## config.mk

```make
export PLATFORM = sky130hd
export DESIGN_NAME = homing_pd_position_motor_controller
export DESIGN_NICKNAME = d
export VERILOG_FILES = /design/src/rtl/core/hpd_pkg.sv /design/src/rtl/core/hpd_iter_unit.sv /design/src/rtl/core/homing_pd_position_motor_controller.sv
export VERILOG_INCLUDE_DIRS = /design/src /design/src/rtl/core
export SDC_FILE = /design/constraint.sdc
export NUM_CORES = 2
export LEC_CHECK = 0
export BUFFER_PORTS_ARGS = -buffer_cell sky130_fd_sc_hd__buf_2
export CORE_ASPECT_RATIO = 0.75
export CORE_MARGIN = 3
export CORE_UTILIZATION = 25
export DETAILED_ROUTE_END_ITERATION = 8
export GPL_ROUTABILITY_DRIVEN = 0
export MAX_ROUTING_LAYER = met4
export PLACE_DENSITY_LB_ADDON = 0.3
export SLEW_MARGIN = 20
export SYNTH_ARGS = -nofsm -noshare
export SYNTH_HDL_FRONTEND = slang
export SYNTH_SLANG_ARGS = --single-unit
```

## constraint.sdc

```tcl
create_clock -name clk_i -period 25.8 [get_ports clk_i]
set_clock_uncertainty 0.2 [all_clocks]
set_input_delay 6.45 -clock clk_i [delete_from_list [all_inputs] [get_ports clk_i]]
set_output_delay 6.45 -clock clk_i [all_outputs]
set_load 0.03 [all_outputs]
```

## src/rtl/core/homing_pd_position_motor_controller_defines.svh

```systemverilog
// assertion macros for the homing pd position motor controller
`ifndef HOMING_PD_POSITION_MOTOR_CONTROLLER_DEFINES_SVH
`define HOMING_PD_POSITION_MOTOR_CONTROLLER_DEFINES_SVH
`ifndef SYNTHESIS
`define HPD_ASSERT(name, prop) \
  name: assert property (@(posedge clk_i) disable iff (!rst_ni) (prop)) \
    else $error("hpd assertion failed");
`define HPD_ASSERT_ALWAYS(name, prop) \
  name: assert property (@(posedge clk_i) (prop)) \
    else $error("hpd assertion failed");
`else
`define HPD_ASSERT(name, prop)
`define HPD_ASSERT_ALWAYS(name, prop)
`endif
`endif

```

## src/rtl/core/hpd_pkg.sv

```systemverilog
// types, codes and constants shared by the homing pd position motor controller
package hpd_pkg;

  localparam int unsigned POS_BITS_DEF = 32;
  localparam int unsigned DUTY_MAX_DEF = 255;

  localparam int unsigned MODE_W     = 3;
  localparam int unsigned FRAC_W     = 17;
  localparam int unsigned DIR_W      = 2;
  localparam int unsigned DUTY_W     = 8;
  localparam int unsigned MSTATE_W   = 2;
  localparam int unsigned RAW_W      = 32;
  localparam int unsigned GAIN_W     = 16;
  localparam int unsigned MP_W       = 24;
  localparam int unsigned TICK_W     = 16;
  localparam int unsigned CFG_IDX_W  = 3;
  localparam int unsigned CFG_DATA_W = 24;

  // shared datapath width, holds kp*err + kd*der with both terms saturated
  localparam int unsigned ACC_W     = 64;
  localparam int unsigned GAIN_FRAC = 8;
  localparam int unsigned DIV_STEPS = 16;
  localparam int unsigned CNT_W     = $clog2(DIV_STEPS + 1);

  localparam logic [FRAC_W-1:0]        FRAC_ONE    = 17'h10000;
  localparam logic [TICK_W-1:0]        TICK_MAX    = 16'hFFFF;
  localparam logic [ACC_W-1:0]         TRUNC_BIAS  = 64'd255;
  localparam logic signed [ACC_W-1:0]  SAT_HI      = 64'sd70368744177664;
  localparam logic signed [ACC_W-1:0]  SAT_LO      = -64'sd70368744177664;

  localparam logic [GAIN_W-1:0] KP_RST          = 16'd512;
  localparam logic [GAIN_W-1:0] KD_RST          = 16'd128;
  localparam logic [GAIN_W-1:0] DEAD_ZONE_RST   = 16'd5;
  localparam logic [MP_W-1:0]   MAX_PULSES_RST  = 24'd10000;
  localparam logic [DUTY_W-1:0] HOMING_DUTY_RST = 8'd80;
  localparam logic [TICK_W-1:0] STALL_TICKS_RST = 16'd500;
  localparam logic [DUTY_W-1:0] MIN_DUTY_RST    = 8'd40;

  // item modes
  localparam logic [MODE_W-1:0] MODE_EDGE   = 3'd0;
  localparam logic [MODE_W-1:0] MODE_TICK   = 3'd1;
  localparam logic [MODE_W-1:0] MODE_CTRL   = 3'd2;
  localparam logic [MODE_W-1:0] MODE_TARGET = 3'd3;
  localparam logic [MODE_W-1:0] MODE_REHOME = 3'd4;

  // configuration register indexes
  localparam logic [CFG_IDX_W-1:0] REG_KP          = 3'd0;
  localparam logic [CFG_IDX_W-1:0] REG_KD          = 3'd1;
  localparam logic [CFG_IDX_W-1:0] REG_DEAD_ZONE   = 3'd2;
  localparam logic [CFG_IDX_W-1:0] REG_MAX_PULSES  = 3'd3;
  localparam logic [CFG_IDX_W-1:0] REG_HOMING_DUTY = 3'd4;
  localparam logic [CFG_IDX_W-1:0] REG_STALL_TICKS = 3'd5;
  localparam logic [CFG_IDX_W-1:0] REG_MIN_DUTY    = 3'd6;

  localparam logic [DIR_W-1:0] DIR_BRAKE = 2'd0;
  localparam logic [DIR_W-1:0] DIR_FWD   = 2'd1;
  localparam logic [DIR_W-1:0] DIR_REV   = 2'd2;

  localparam logic [MSTATE_W-1:0] MS_HOMING  = 2'd0;
  localparam logic [MSTATE_W-1:0] MS_MOVING  = 2'd1;
  localparam logic [MSTATE_W-1:0] MS_HOLDING = 2'd2;

  typedef enum logic [0:0] {
    OP_MUL,
    OP_DIV
  } hpd_op_e;

  typedef enum logic [3:0] {
    S_IDLE,
    S_EXEC,
    S_TGT_MUL,
    S_PD_CHK,
    S_PD_KP,
    S_PD_KD,
    S_PD_OUT,
    S_PD_LIM,
    S_POS,
    S_DIV,
    S_EMIT
  } hpd_state_e;

  typedef struct packed {
    logic    start;
    hpd_op_e op;
    logic    keep_acc;
  } hpd_cmd_t;

  typedef struct packed {
    logic busy;
    logic done;
  } hpd_stat_t;

  function automatic logic signed [ACC_W-1:0] sat46(input logic signed [ACC_W-1:0] v);
    logic signed [ACC_W-1:0] r;
    r = v;
    if (v > SAT_HI) r = SAT_HI;
    if (v < SAT_LO) r = SAT_LO;
    return r;
  endfunction

endpackage

```

## src/rtl/core/hpd_iter_unit.sv

```systemverilog
// shared shift-add multiplier and restoring divider built on one adder
module hpd_iter_unit (
  input  logic                                clk_i,
  input  logic                                rst_ni,
  input  hpd_pkg::hpd_cmd_t                   cmd_i,
  input  logic signed [hpd_pkg::ACC_W-1:0]    opa_i,
  input  logic [hpd_pkg::MP_W-1:0]            opb_i,
  output hpd_pkg::hpd_stat_t                  stat_o,
  output logic signed [hpd_pkg::ACC_W-1:0]    acc_o,
  output logic [hpd_pkg::DIV_STEPS-1:0]       quo_o
);
  import hpd_pkg::*;

  logic                     busy_q, done_q;
  hpd_op_e                  op_q;
  logic signed [ACC_W-1:0]  acc_q, mcand_q;
  logic [MP_W-1:0]          mplier_q;
  logic [CNT_W-1:0]         cnt_q;

  logic signed [ACC_W-1:0]  add_a, add_b, sum;
  logic                     finish;

  always_comb begin
    add_a  = (op_q == OP_DIV) ? {acc_q[ACC_W-2:0], 1'b0} : acc_q;
    add_b  = ((op_q == OP_DIV) || mplier_q[0]) ? mcand_q : '0;
    sum    = add_a + add_b;
    finish = busy_q && ((op_q == OP_MUL) ? (mplier_q == '0) : (cnt_q == '0));
  end

  always_ff @(posedge clk_i or negedge rst_ni) begin
    if (!rst_ni) begin
      busy_q <= 1'b0;
      done_q <= 1'b0;
      op_q   <= OP_MUL;
    end else begin
      done_q <= finish;
      if (cmd_i.start) begin
        busy_q <= 1'b1;
        op_q   <= cmd_i.op;
      end else if (finish) begin
        busy_q <= 1'b0;
      end
    end
  end

  always_ff @(posedge clk_i) begin
    if (cmd_i.start) begin
      if (cmd_i.op == OP_DIV) begin
        acc_q    <= opa_i;
        // divisor kept negated so the shared adder does the trial subtract
        mcand_q  <= -$signed({{(ACC_W-MP_W){1'b0}}, opb_i});
        mplier_q <= '0;
        cnt_q    <= CNT_W'(DIV_STEPS);
      end else begin
        acc_q    <= cmd_i.keep_acc ? acc_q : '0;
        mcand_q  <= opa_i;
        mplier_q <= opb_i;
        cnt_q    <= '0;
      end
    end else if (busy_q && !finish) begin
      if (op_q == OP_MUL) begin
        acc_q    <= sum;
        mcand_q  <= {mcand_q[ACC_W-2:0], 1'b0};
        mplier_q <= {1'b0, mplier_q[MP_W-1:1]};
      end else begin
        // negative trial means the shifted remainder stays
        acc_q    <= sum[ACC_W-1] ? add_a : sum;
        mplier_q <= {mplier_q[MP_W-2:0], ~sum[ACC_W-1]};
        cnt_q    <= cnt_q - 1'b1;
      end
    end
  end

  assign stat_o.busy = busy_q;
  assign stat_o.done = done_q;
  assign acc_o       = acc_q;
  assign quo_o       = mplier_q[DIV_STEPS-1:0];

endmodule

```

## src/rtl/core/homing_pd_position_motor_controller.sv

```systemverilog
// top level: homing pd position controller with encoder count and stall homing
//
//   channel  direction  handshake                 payload
//   in       input      in_valid_i / in_stall_o   mode, b_level, target_fraction
//   out      output     out_valid_o / out_stall_i bridge_dir, duty, motor_state,
//                                                 raw_position, position_fraction
//   cfg      input      cfg_valid_i / cfg_ready_o cfg_index_i, cfg_data_i
//
// one item at a time; any item may run a position divide on the 64-bit adder of the
// shared multiply/divide unit, a set target item also a multiply, and a control
// update also one multiply each for the kp and kd terms
// reset starts the homing sequence at once, no clearing pass
// a finished result waits in the output register; the next item is accepted
// meanwhile and only its hand-off waits for out_stall_i to drop
`include "homing_pd_position_motor_controller_defines.svh"

module homing_pd_position_motor_controller #(
  parameter int unsigned POS_BITS = hpd_pkg::POS_BITS_DEF,
  parameter int unsigned DUTY_MAX = hpd_pkg::DUTY_MAX_DEF
) (
  input  logic                               clk_i,
  input  logic                               rst_ni,
  input  logic                               in_valid_i,
  output logic                               in_stall_o,
  input  logic [hpd_pkg::MODE_W-1:0]         mode_i,
  input  logic                               b_level_i,
  input  logic [hpd_pkg::FRAC_W-1:0]         target_fraction_i,
  output logic                               out_valid_o,
  input  logic                               out_stall_i,
  output logic [hpd_pkg::DIR_W-1:0]          bridge_dir_o,
  output logic [hpd_pkg::DUTY_W-1:0]         duty_o,
  output logic [hpd_pkg::MSTATE_W-1:0]       motor_state_o,
  output logic signed [hpd_pkg::RAW_W-1:0]   raw_position_o,
  output logic [hpd_pkg::FRAC_W-1:0]         position_fraction_o,
  input  logic                               cfg_valid_i,
  output logic                               cfg_ready_o,
  input  logic [hpd_pkg::CFG_IDX_W-1:0]      cfg_index_i,
  input  logic [hpd_pkg::CFG_DATA_W-1:0]     cfg_data_i
);
  import hpd_pkg::*;

  localparam int unsigned MAG_W = ($clog2(DUTY_MAX + 1) > DUTY_W) ?
                                  $clog2(DUTY_MAX + 1) : DUTY_W;
  localparam int unsigned DRV_W = MAG_W + 1;
  localparam int unsigned ERR_W = POS_BITS + 1;
  localparam int unsigned DER_W = POS_BITS + 2;
  localparam int unsigned TR_W  = ACC_W - GAIN_FRAC;

  localparam logic [MAG_W-1:0]        DMAX_MAG = MAG_W'(DUTY_MAX);
  localparam logic signed [DRV_W-1:0] DMAX_DRV = $signed({1'b0, DMAX_MAG});
  localparam logic signed [TR_W-1:0]  DMAX_TR  = $signed(TR_W'(DUTY_MAX));
  localparam logic signed [DRV_W-1:0] DRV_RST  =
    -$signed({{(DRV_W-DUTY_W){1'b0}}, HOMING_DUTY_RST});

  // configuration
  logic [GAIN_W-1:0] kp_q, kd_q, dz_q;
  logic [MP_W-1:0]   mp_q;
  logic [DUTY_W-1:0] hduty_q, mind_q;
  logic [TICK_W-1:0] stall_q;

  // sequencer and controller state
  hpd_state_e               state_q, state_d;
  logic [MODE_W-1:0]        mode_q;
  logic                     b_q;
  logic [FRAC_W-1:0]        frac_q;
  logic signed [POS_BITS-1:0] position_q, position_d, target_q, target_d;
  logic signed [ERR_W-1:0]  last_err_q, last_err_d, err_q, err_d;
  logic signed [DER_W-1:0]  der_q, der_d;
  logic                     homed_q, homed_d, moving_q, moving_d;
  logic signed [DRV_W-1:0]  drive_q, drive_d;
  logic [TICK_W-1:0]        idle_q, idle_d;
  logic signed [TR_W-1:0]   trunc_q, trunc_d;
  logic [FRAC_W-1:0]        pf_q, pf_d;

  // output register
  logic                     out_valid_q;
  logic [DIR_W-1:0]         dir_q;
  logic [DUTY_W-1:0]        duty_q;
  logic [MSTATE_W-1:0]      mstate_q;
  logic signed [RAW_W-1:0]  raw_q;
  logic [FRAC_W-1:0]        pfo_q;

  // shared unit
  hpd_cmd_t                 unit_cmd;
  hpd_stat_t                unit_stat;
  logic signed [ACC_W-1:0]  unit_opa, unit_acc;
  logic [MP_W-1:0]          unit_opb;
  logic [DIV_STEPS-1:0]     unit_quo;

  logic                     in_accept, emit;
  logic signed [ACC_W-1:0]  pos_ext, mp_ext, err_sat, der_sat, acc_bias;
  logic [ERR_W-1:0]         err_mag, dz_ext;
  logic                     in_dead_zone, pos_nonpos, pos_full;
  logic [TICK_W-1:0]        idle_inc;
  logic [FRAC_W-1:0]        frac_clamp;
  logic signed [DRV_W-1:0]  clamp, md_s, drv_mag;
  logic [MAG_W-1:0]         mind_ext, md_mag;

  hpd_iter_unit u_iter (
    .clk_i  (clk_i),
    .rst_ni (rst_ni),
    .cmd_i  (unit_cmd),
    .opa_i  (unit_opa),
    .opb_i  (unit_opb),
    .stat_o (unit_stat),
    .acc_o  (unit_acc),
    .quo_o  (unit_quo)
  );

  // configuration writes
  assign cfg_ready_o = 1'b1;

  always_ff @(posedge clk_i or negedge rst_ni) begin
    if (!rst_ni) begin
      kp_q    <= KP_RST;
      kd_q    <= KD_RST;
      dz_q    <= DEAD_ZONE_RST;
      mp_q    <= MAX_PULSES_RST;
      hduty_q <= HOMING_DUTY_RST;
      stall_q <= STALL_TICKS_RST;
      mind_q  <= MIN_DUTY_RST;
    end else if (cfg_valid_i && cfg_ready_o) begin
      unique case (cfg_index_i)
        REG_KP:          kp_q    <= cfg_data_i[GAIN_W-1:0];
        REG_KD:          kd_q    <= cfg_data_i[GAIN_W-1:0];
        REG_DEAD_ZONE:   dz_q    <= cfg_data_i[GAIN_W-1:0];
        REG_MAX_PULSES:  mp_q    <= cfg_data_i[MP_W-1:0];
        REG_HOMING_DUTY: hduty_q <= cfg_data_i[DUTY_W-1:0];
        REG_STALL_TICKS: stall_q <= cfg_data_i[TICK_W-1:0];
        REG_MIN_DUTY:    mind_q  <= cfg_data_i[DUTY_W-1:0];
        default: ;
      endcase
    end
  end

  // shared helper values
  always_comb begin
    pos_ext    = {{(ACC_W-POS_BITS){position_q[POS_BITS-1]}}, position_q};
    mp_ext     = $signed({{(ACC_W-MP_W){1'b0}}, mp_q});
    pos_nonpos = (pos_ext <= 0);
    pos_full   = (pos_ext >= mp_ext);
    err_mag    = err_q[ERR_W-1] ? (~err_q + 1'b1) : err_q;
    dz_ext     = {{(ERR_W-GAIN_W){1'b0}}, dz_q};
    in_dead_zone = (err_mag <= dz_ext);
    err_sat    = sat46({{(ACC_W-ERR_W){err_q[ERR_W-1]}}, err_q});
    der_sat    = sat46({{(ACC_W-DER_W){der_q[DER_W-1]}}, der_q});
    idle_inc   = (idle_q != TICK_MAX) ? idle_q + 1'b1 : idle_q;
    frac_clamp = frac_q[FRAC_W-1] ? FRAC_ONE : frac_q;
    // truncation toward zero of the q56.8 sum
    acc_bias   = unit_acc + (unit_acc[ACC_W-1] ? TRUNC_BIAS : '0);
    mind_ext   = {{(MAG_W-DUTY_W){1'b0}}, mind_q};
    md_mag     = (mind_ext > DMAX_MAG) ? DMAX_MAG : mind_ext;
    md_s       = $signed({1'b0, md_mag});
    if (trunc_q > DMAX_TR) begin
      clamp = DMAX_DRV;
    end else if (trunc_q < -DMAX_TR) begin
      clamp = -DMAX_DRV;
    end else begin
      clamp = trunc_q[DRV_W-1:0];
    end
    drv_mag    = drive_q[DRV_W-1] ? -drive_q : drive_q;
  end

  assign in_accept = in_valid_i && !in_stall_o;
  assign emit      = (state_q == S_EMIT) && (!out_valid_q || !out_stall_i);

  // next state
  always_comb begin
    state_d = state_q;
    unique case (state_q)
      S_IDLE:    if (in_accept) state_d = S_EXEC;
      S_EXEC: begin
        unique case (mode_q)
          MODE_CTRL:   state_d = homed_q ? S_PD_CHK : S_POS;
          MODE_TARGET: state_d = S_TGT_MUL;
          default:     state_d = S_POS;
        endcase
      end
      S_TGT_MUL: if (unit_stat.done) state_d = S_POS;
      S_PD_CHK:  state_d = in_dead_zone ? S_POS : S_PD_KP;
      S_PD_KP:   if (unit_stat.done) state_d = S_PD_KD;
      S_PD_KD:   if (unit_stat.done) state_d = S_PD_OUT;
      S_PD_OUT:  state_d = S_PD_LIM;
      S_PD_LIM:  state_d = S_POS;
      S_POS:     state_d = (pos_nonpos || pos_full) ? S_EMIT : S_DIV;
      S_DIV:     if (unit_stat.done) state_d = S_EMIT;
      S_EMIT:    if (emit) state_d = S_IDLE;
      default:   state_d = S_IDLE;
    endcase
  end

  // sequencer outputs
  always_comb begin
    in_stall_o        = (state_q != S_IDLE);
    unit_cmd.start    = 1'b0;
    unit_cmd.op       = OP_MUL;
    unit_cmd.keep_acc = 1'b0;
    unit_opa          = pos_ext;
    unit_opb          = mp_q;
    unique case (state_q)
      S_EXEC: begin
        if (mode_q == MODE_TARGET) begin
          unit_cmd.start = 1'b1;
          unit_opa       = mp_ext;
          unit_opb       = {{(MP_W-FRAC_W){1'b0}}, frac_clamp};
        end
      end
      S_PD_CHK: begin
        unit_cmd.start = !in_dead_zone;
        unit_opa       = err_sat;
        unit_opb       = {{(MP_W-GAIN_W){1'b0}}, kp_q};
      end
      S_PD_KP: begin
        unit_cmd.start    = unit_stat.done;
        unit_cmd.keep_acc = 1'b1;
        unit_opa          = der_sat;
        unit_opb          = {{(MP_W-GAIN_W){1'b0}}, kd_q};
      end
      S_POS: begin
        unit_cmd.start = !(pos_nonpos || pos_full);
        unit_cmd.op    = OP_DIV;
      end
      default: ;
    endcase
  end

  // controller datapath
  always_comb begin
    position_d = position_q;
    target_d   = target_q;
    last_err_d = last_err_q;
    err_d      = err_q;
    der_d      = der_q;
    homed_d    = homed_q;
    moving_d   = moving_q;
    drive_d    = drive_q;
    idle_d     = idle_q;
    trunc_d    = trunc_q;
    pf_d       = pf_q;
    unique case (state_q)
      S_EXEC: begin
        err_d = {target_q[POS_BITS-1], target_q} - {position_q[POS_BITS-1], position_q};
        unique case (mode_q)
          MODE_EDGE: begin
            // all ones steps down, one steps up
            position_d = position_q + {{(POS_BITS-1){~b_q}}, 1'b1};
            if (!homed_q) idle_d = '0;
          end
          MODE_TICK: begin
            if (!homed_q) begin
              if (idle_inc >= stall_q) begin
                drive_d    = '0;
                position_d = '0;
                target_d   = '0;
                last_err_d = '0;
                homed_d    = 1'b1;
                idle_d     = '0;
              end else begin
                idle_d = idle_inc;
              end
            end
          end
          MODE_REHOME: begin
            homed_d = 1'b0;
            idle_d  = '0;
            drive_d = -$signed({{(DRV_W-DUTY_W){1'b0}}, hduty_q});
          end
          default: ;
        endcase
      end
      S_TGT_MUL: begin
        if (unit_stat.done) target_d = unit_acc[POS_BITS+15:16];
      end
      S_PD_CHK: begin
        if (in_dead_zone) begin
          if (moving_q) begin
            drive_d  = '0;
            moving_d = 1'b0;
          end
          last_err_d = '0;
        end else begin
          der_d      = {err_q[ERR_W-1], err_q} - {last_err_q[ERR_W-1], last_err_q};
          last_err_d = err_q;
        end
      end
      S_PD_OUT: trunc_d = acc_bias[ACC_W-1:GAIN_FRAC];
      S_PD_LIM: begin
        moving_d = 1'b1;
        if (clamp > 0 && clamp < md_s) begin
          drive_d = md_s;
        end else if (clamp < 0 && clamp > -md_s) begin
          drive_d = -md_s;
        end else begin
          drive_d = clamp;
        end
      end
      S_POS: begin
        if (pos_nonpos) begin
          pf_d = '0;
        end else if (pos_full) begin
          pf_d = FRAC_ONE;
        end
      end
      S_DIV: begin
        if (unit_stat.done) pf_d = {{(FRAC_W-DIV_STEPS){1'b0}}, unit_quo};
      end
      default: ;
    endcase
  end

  always_ff @(posedge clk_i or negedge rst_ni) begin
    if (!rst_ni) begin
      state_q    <= S_IDLE;
      position_q <= '0;
      target_q   <= '0;
      last_err_q <= '0;
      homed_q    <= 1'b0;
      moving_q   <= 1'b0;
      drive_q    <= DRV_RST;
      idle_q     <= '0;
    end else begin
      state_q    <= state_d;
      position_q <= position_d;
      target_q   <= target_d;
      last_err_q <= last_err_d;
      homed_q    <= homed_d;
      moving_q   <= moving_d;
      drive_q    <= drive_d;
      idle_q     <= idle_d;
    end
  end

  always_ff @(posedge clk_i) begin
    if (in_accept) begin
      mode_q <= mode_i;
      b_q    <= b_level_i;
      frac_q <= target_fraction_i;
    end
    err_q   <= err_d;
    der_q   <= der_d;
    trunc_q <= trunc_d;
    pf_q    <= pf_d;
  end

  // output register
  always_ff @(posedge clk_i or negedge rst_ni) begin
    if (!rst_ni) begin
      out_valid_q <= 1'b0;
    end else if (emit) begin
      out_valid_q <= 1'b1;
    end else if (!out_stall_i) begin
      out_valid_q <= 1'b0;
    end
  end

  always_ff @(posedge clk_i) begin
    if (emit) begin
      if (drive_q > 0) begin
        dir_q <= DIR_FWD;
      end else if (drive_q < 0) begin
        dir_q <= DIR_REV;
      end else begin
        dir_q <= DIR_BRAKE;
      end
      duty_q <= drv_mag[DUTY_W-1:0];
      if (!homed_q) begin
        mstate_q <= MS_HOMING;
      end else if (moving_q) begin
        mstate_q <= MS_MOVING;
      end else begin
        mstate_q <= MS_HOLDING;
      end
      raw_q <= pos_ext[RAW_W-1:0];
      pfo_q <= pf_q;
    end
  end

  assign out_valid_o         = out_valid_q;
  assign bridge_dir_o        = dir_q;
  assign duty_o              = duty_q;
  assign motor_state_o       = mstate_q;
  assign raw_position_o      = raw_q;
  assign position_fraction_o = pfo_q;

  `HPD_ASSERT(a_unit_busy_in_wait, unit_stat.busy |-> (state_q == S_TGT_MUL ||
      state_q == S_PD_KP || state_q == S_PD_KD || state_q == S_DIV))
  `HPD_ASSERT(a_homing_clears, $rose(homed_q) |->
      (drive_q == '0 && position_q == '0 && target_q == '0 && last_err_q == '0))
  `HPD_ASSERT(a_fraction_range, out_valid_o |-> (position_fraction_o <= FRAC_ONE))
  `HPD_ASSERT_ALWAYS(a_reset_idle, !rst_ni |-> (state_q == S_IDLE && !out_valid_o))

endmodule
```

==> impl_summary.log <==
INFO  metric outcome = complete, no violations
INFO  metric regToRegSetupSlack = around 18000 ps
INFO  metric internal_power = between 3 and 4 mW
INFO  metric postCtsSetupRepairBufs = 0
INFO  metric yosysWarningCount = 0
INFO  metric hold-path-cell-count = 0
INFO  metric tritoncts = built
INFO  metric finish.utilization = 0.288
INFO  metric syn-mean-instance-area = 10.1 µm²
INFO  metric vdd.ir_drop.worst = 0.0630 mV
INFO  metric grt_antenna_before_repair = 5
INFO  metric grt.total_usage = 0.157
INFO  metric viasPerCell = ~5
INFO  metric worst_reg2reg_path_length_in_cells = 16
INFO  metric dpl_worst_slack = 17320 ps
INFO  metric grt_overflow_total = 0
INFO  metric crit_arrival = 2160 ps
INFO  metric critical_path.endpoint_type = output port
INFO  metric total_number_of_h_tree_levels = 3
INFO  metric ys_top_cells_by_count = sky130_fd_sc_hd__edfxtp_1 (379), sky130_fd_sc_hd__nand2_1 (351), sky130_fd_sc_hd__ha_1 (245), sky130_fd_sc_hd__nor2_1 (244), sky130_fd_sc_hd__o21ai_0 (230)
INFO  metric cp-start-kind = flip-flop
INFO  metric portBuffers = 115
INFO  metric reg2reg_from = err_q[6]$_DFFE_PP_
INFO  metric fin_ws = around 17000 ps
INFO  metric drt-total-wl = roughly 120000 µm
INFO  metric start_util = 0.252
INFO  metric clockRootBuffer = sky130_fd_sc_hd__clkbuf_16
INFO  metric power_switching_share = 0.435
INFO  metric cts_made_buffers = 67
INFO  metric finalHoldViolCount = 0
INFO  metric worst_hold_path_type = flip-flop to flip-flop
INFO  metric final.min_clock_period = 8810 ps
INFO  metric clock_power_share = 0.166
INFO  metric timing.setup.critical_path_class = flip-flop to output port
INFO  metric drc = 0
INFO  metric clock-sinks = approximately 620
INFO  metric seq_area_frac_synth = 0.450
INFO  metric synth_seq_cells = 615
INFO  metric die_height = about 350 µm
INFO  metric synth_edf_count = ~380
INFO  metric clk_pin_slew = 60 ps
INFO  metric yosys-top-cells-area = sky130_fd_sc_hd__edfxtp_1 (30%), sky130_fd_sc_hd__dfrtp_1 (14%), sky130_fd_sc_hd__ha_1 (8.0%)
INFO  metric holdBufCountCts = 0
INFO  metric design.core.area = about 150000 µm²
INFO  metric wire_length_per_cell = 20.8 µm
INFO  metric postSynth.topFlopCell = sky130_fd_sc_hd__edfxtp_1
INFO  metric power.sequential.fraction = 0.309
INFO  metric clk-insertion-delay-late = 660 ps
INFO  metric vias = 29800
INFO  metric totalNegativeSetupSlack = 0 ps
INFO  metric synth_nets = 4099
INFO  metric syn-instance-count = 3797
INFO  metric crit_fanout = 30
INFO  metric clock_path_buffers = 3
INFO  metric design.portCount = 117
INFO  metric worst_slew_pin_slew = 1330 ps
INFO  metric combPwrFrac = 0.524
INFO  metric fmax = about 0.11 GHz
INFO  metric post-synth-top-count-cell = sky130_fd_sc_hd__edfxtp_1
INFO  metric power_density = 147 nW/µm²
INFO  metric area_growth_syn_to_layout = 14.1%
INFO  metric rsz0062_at_grt = false
INFO  metric final_max_slew_viol_count = 0
INFO  metric timing.max_slew.rel_slack = 0.104
INFO  metric drt_first_pass_iters = 8
INFO  metric first_global_vias = 27800
INFO  metric hold-worst-slack = 225 ps
INFO  metric grt_pass1_wl = 185000 µm
INFO  metric timing.hold.worst_endpoint = position_fraction_o[14]$_DFFE_PP_
INFO  metric netSwitchingPower = 2.82 mW
INFO  metric grt_start_max_net_pins = 101
INFO  metric layout_worst_path_cycle_share = 0.341
INFO  metric dpl-instance-area = between 40000 and 50000 µm²
INFO  metric dp_hpwl = 91300 µm
INFO  metric drive_above_1_share = 0.131
INFO  metric final_nets = between 4000 and 5000
INFO  metric syn-cell-area = 38500 µm²
INFO  metric floorplan.die_area = between 150000 and 200000 µm²
INFO  metric synth_largest_area_cell = sky130_fd_sc_hd__edfxtp_1
INFO  metric leakagePower = 18.0 nW
INFO  metric async_reset_ff_frac = 0.384
INFO  metric cts_resized = 0
INFO  metric layout_cell_area_excl_fill = 44000 µm²
INFO  metric synth_cell_types = 86
INFO  metric post-synth-top-area-fraction = 0.295
INFO  metric drv.max_cap_violation_count = 0
INFO  metric final_antenna_net_count = 0
INFO  metric setup-violations-final = 0
INFO  metric die_width = 459 µm
INFO  metric timing.rr.end = u_iter.acc_o[45]$_DFFE_PP_
INFO  metric detailedRoute.firstIterationViolations = 3114
INFO  metric hp-start = pf_q[14]$_SDFFCE_PP0P_
INFO  metric cp_data_required_time = between 15000 and 20000 ps
INFO  metric rows = 124
-- worst max-delay path by stage --
stage,start,end,slack (ps),cells after the start
floorplan,out_stall_i,bridge_dir_o[0]$_SDFFCE_PN1P_,14090,2
global placement,rst_ni,u_iter.op_q$_DFFE_PN0N_,17330,2
detailed placement,rst_ni,u_iter.op_q$_DFFE_PN0N_,17320,2
CTS,state_q[3]$_DFFE_PN0P_,in_stall_o,16940,3
global route,state_q[3]$_DFFE_PN0P_,in_stall_o,16800,3
finish,state_q[3]$_DFFE_PN0P_,in_stall_o,16990,3
-- power groups by stage --
stage,Combinational (mW),Clock [mW],Sequential [mW]
detailed placement,3.36,0,2.01
CTS,3.38,1.11,2.00
global placement,3.34,0,2.01
global route,3.78,1.14,2.04
finish,3.39,1.08,2.00
floorplan,2.58,0,1.83
-- worst max-delay path, cell delays in order, from the launching register on --
cell and delay (ps):
sky130_fd_sc_hd__dfrtp_1 910, sky130_fd_sc_hd__nor2_1 200, sky130_fd_sc_hd__nand2_1 180, sky130_fd_sc_hd__buf_2 220
-- cell usage in the layout, fill, tap and decap left out, drive strengths merged, types with 72 or more instances in the layout --
cell,n
xor2,81
nor2b,102
a21o,125
inv,208
nor2,244
mux2i,79
dfrtp,213
a21oi,185
nand3,72
ha,245
xnor2,175
edfxtp,379
mux2,149
o21ai,234
buf,174
clkbuf,87
nand2,353
-- state kept, by name, summed over array words and instances (netlist names), 9 cells and up --
name and flops:
kp_q 16, stall_q 16, drive_q 9, u_iter.acc_o 64, last_err_q 33, err_q 33
u_iter.mplier_q 24, target_q 32, u_iter.mcand_q 64, pf_q 17, frac_q 17, mp_q 24
position_fraction_o 17, raw_position_o 32, trunc_q 56, der_q 34, kd_q 16, idle_q 16
position_q 32, dz_q 16
-- through the flow --
stage,std cells,total power [mW]
4_1_cts,5936,6.48
3_3_place_gp,5814,5.35
6_report,5942,6.48
2_1_floorplan,3797,4.42
5_1_grt,5938,6.96
3_5_place_dp,5814,5.37
-- cell type report --
type / count / area (µm²)
Fill cell: 16000 / 109000
Tap cell: 2016 / 2520
Multi-Input combinational cell: 2804 / 19900
Inverter: 205 / 769
Timing Repair Buffer: 174 / 1030
Clock buffer: 87 / 1950
Sequential cell: 615 / 17300
Clock inverter: 35 / 464
Antenna cell: 6 / 15.0
-- routing by layer --
layer  vias up  part of all wire  global-route usage
li1      14200                 -                   -
met1     14600              0.51               0.240
met2       954              0.39               0.206
met3       147             0.071              0.0325
met4         0             0.020              0.0344
met5         -                 0                   -
-- cell families (layout without fill, tap and decap cells) --
group / Yosys count / after routing / share of synthesized area
DFF: 615 / 615 / 0.450
buffers and inverters: 378 / 501 / 0.0383
xor gates and xnor gates: 256 / 256 / 0.0582
adders and majority gates: 250 / 250 / 0.0819
AOI/OAI and AO/OA: 969 / 969 / 0.169
other: 1 / 7 / 0.0000974
and+or+nand+nor: 1100 / 1100 / 0.139
muxes: 228 / 228 / 0.0641
Note: power is estimated with default switching activity, not from simulation.
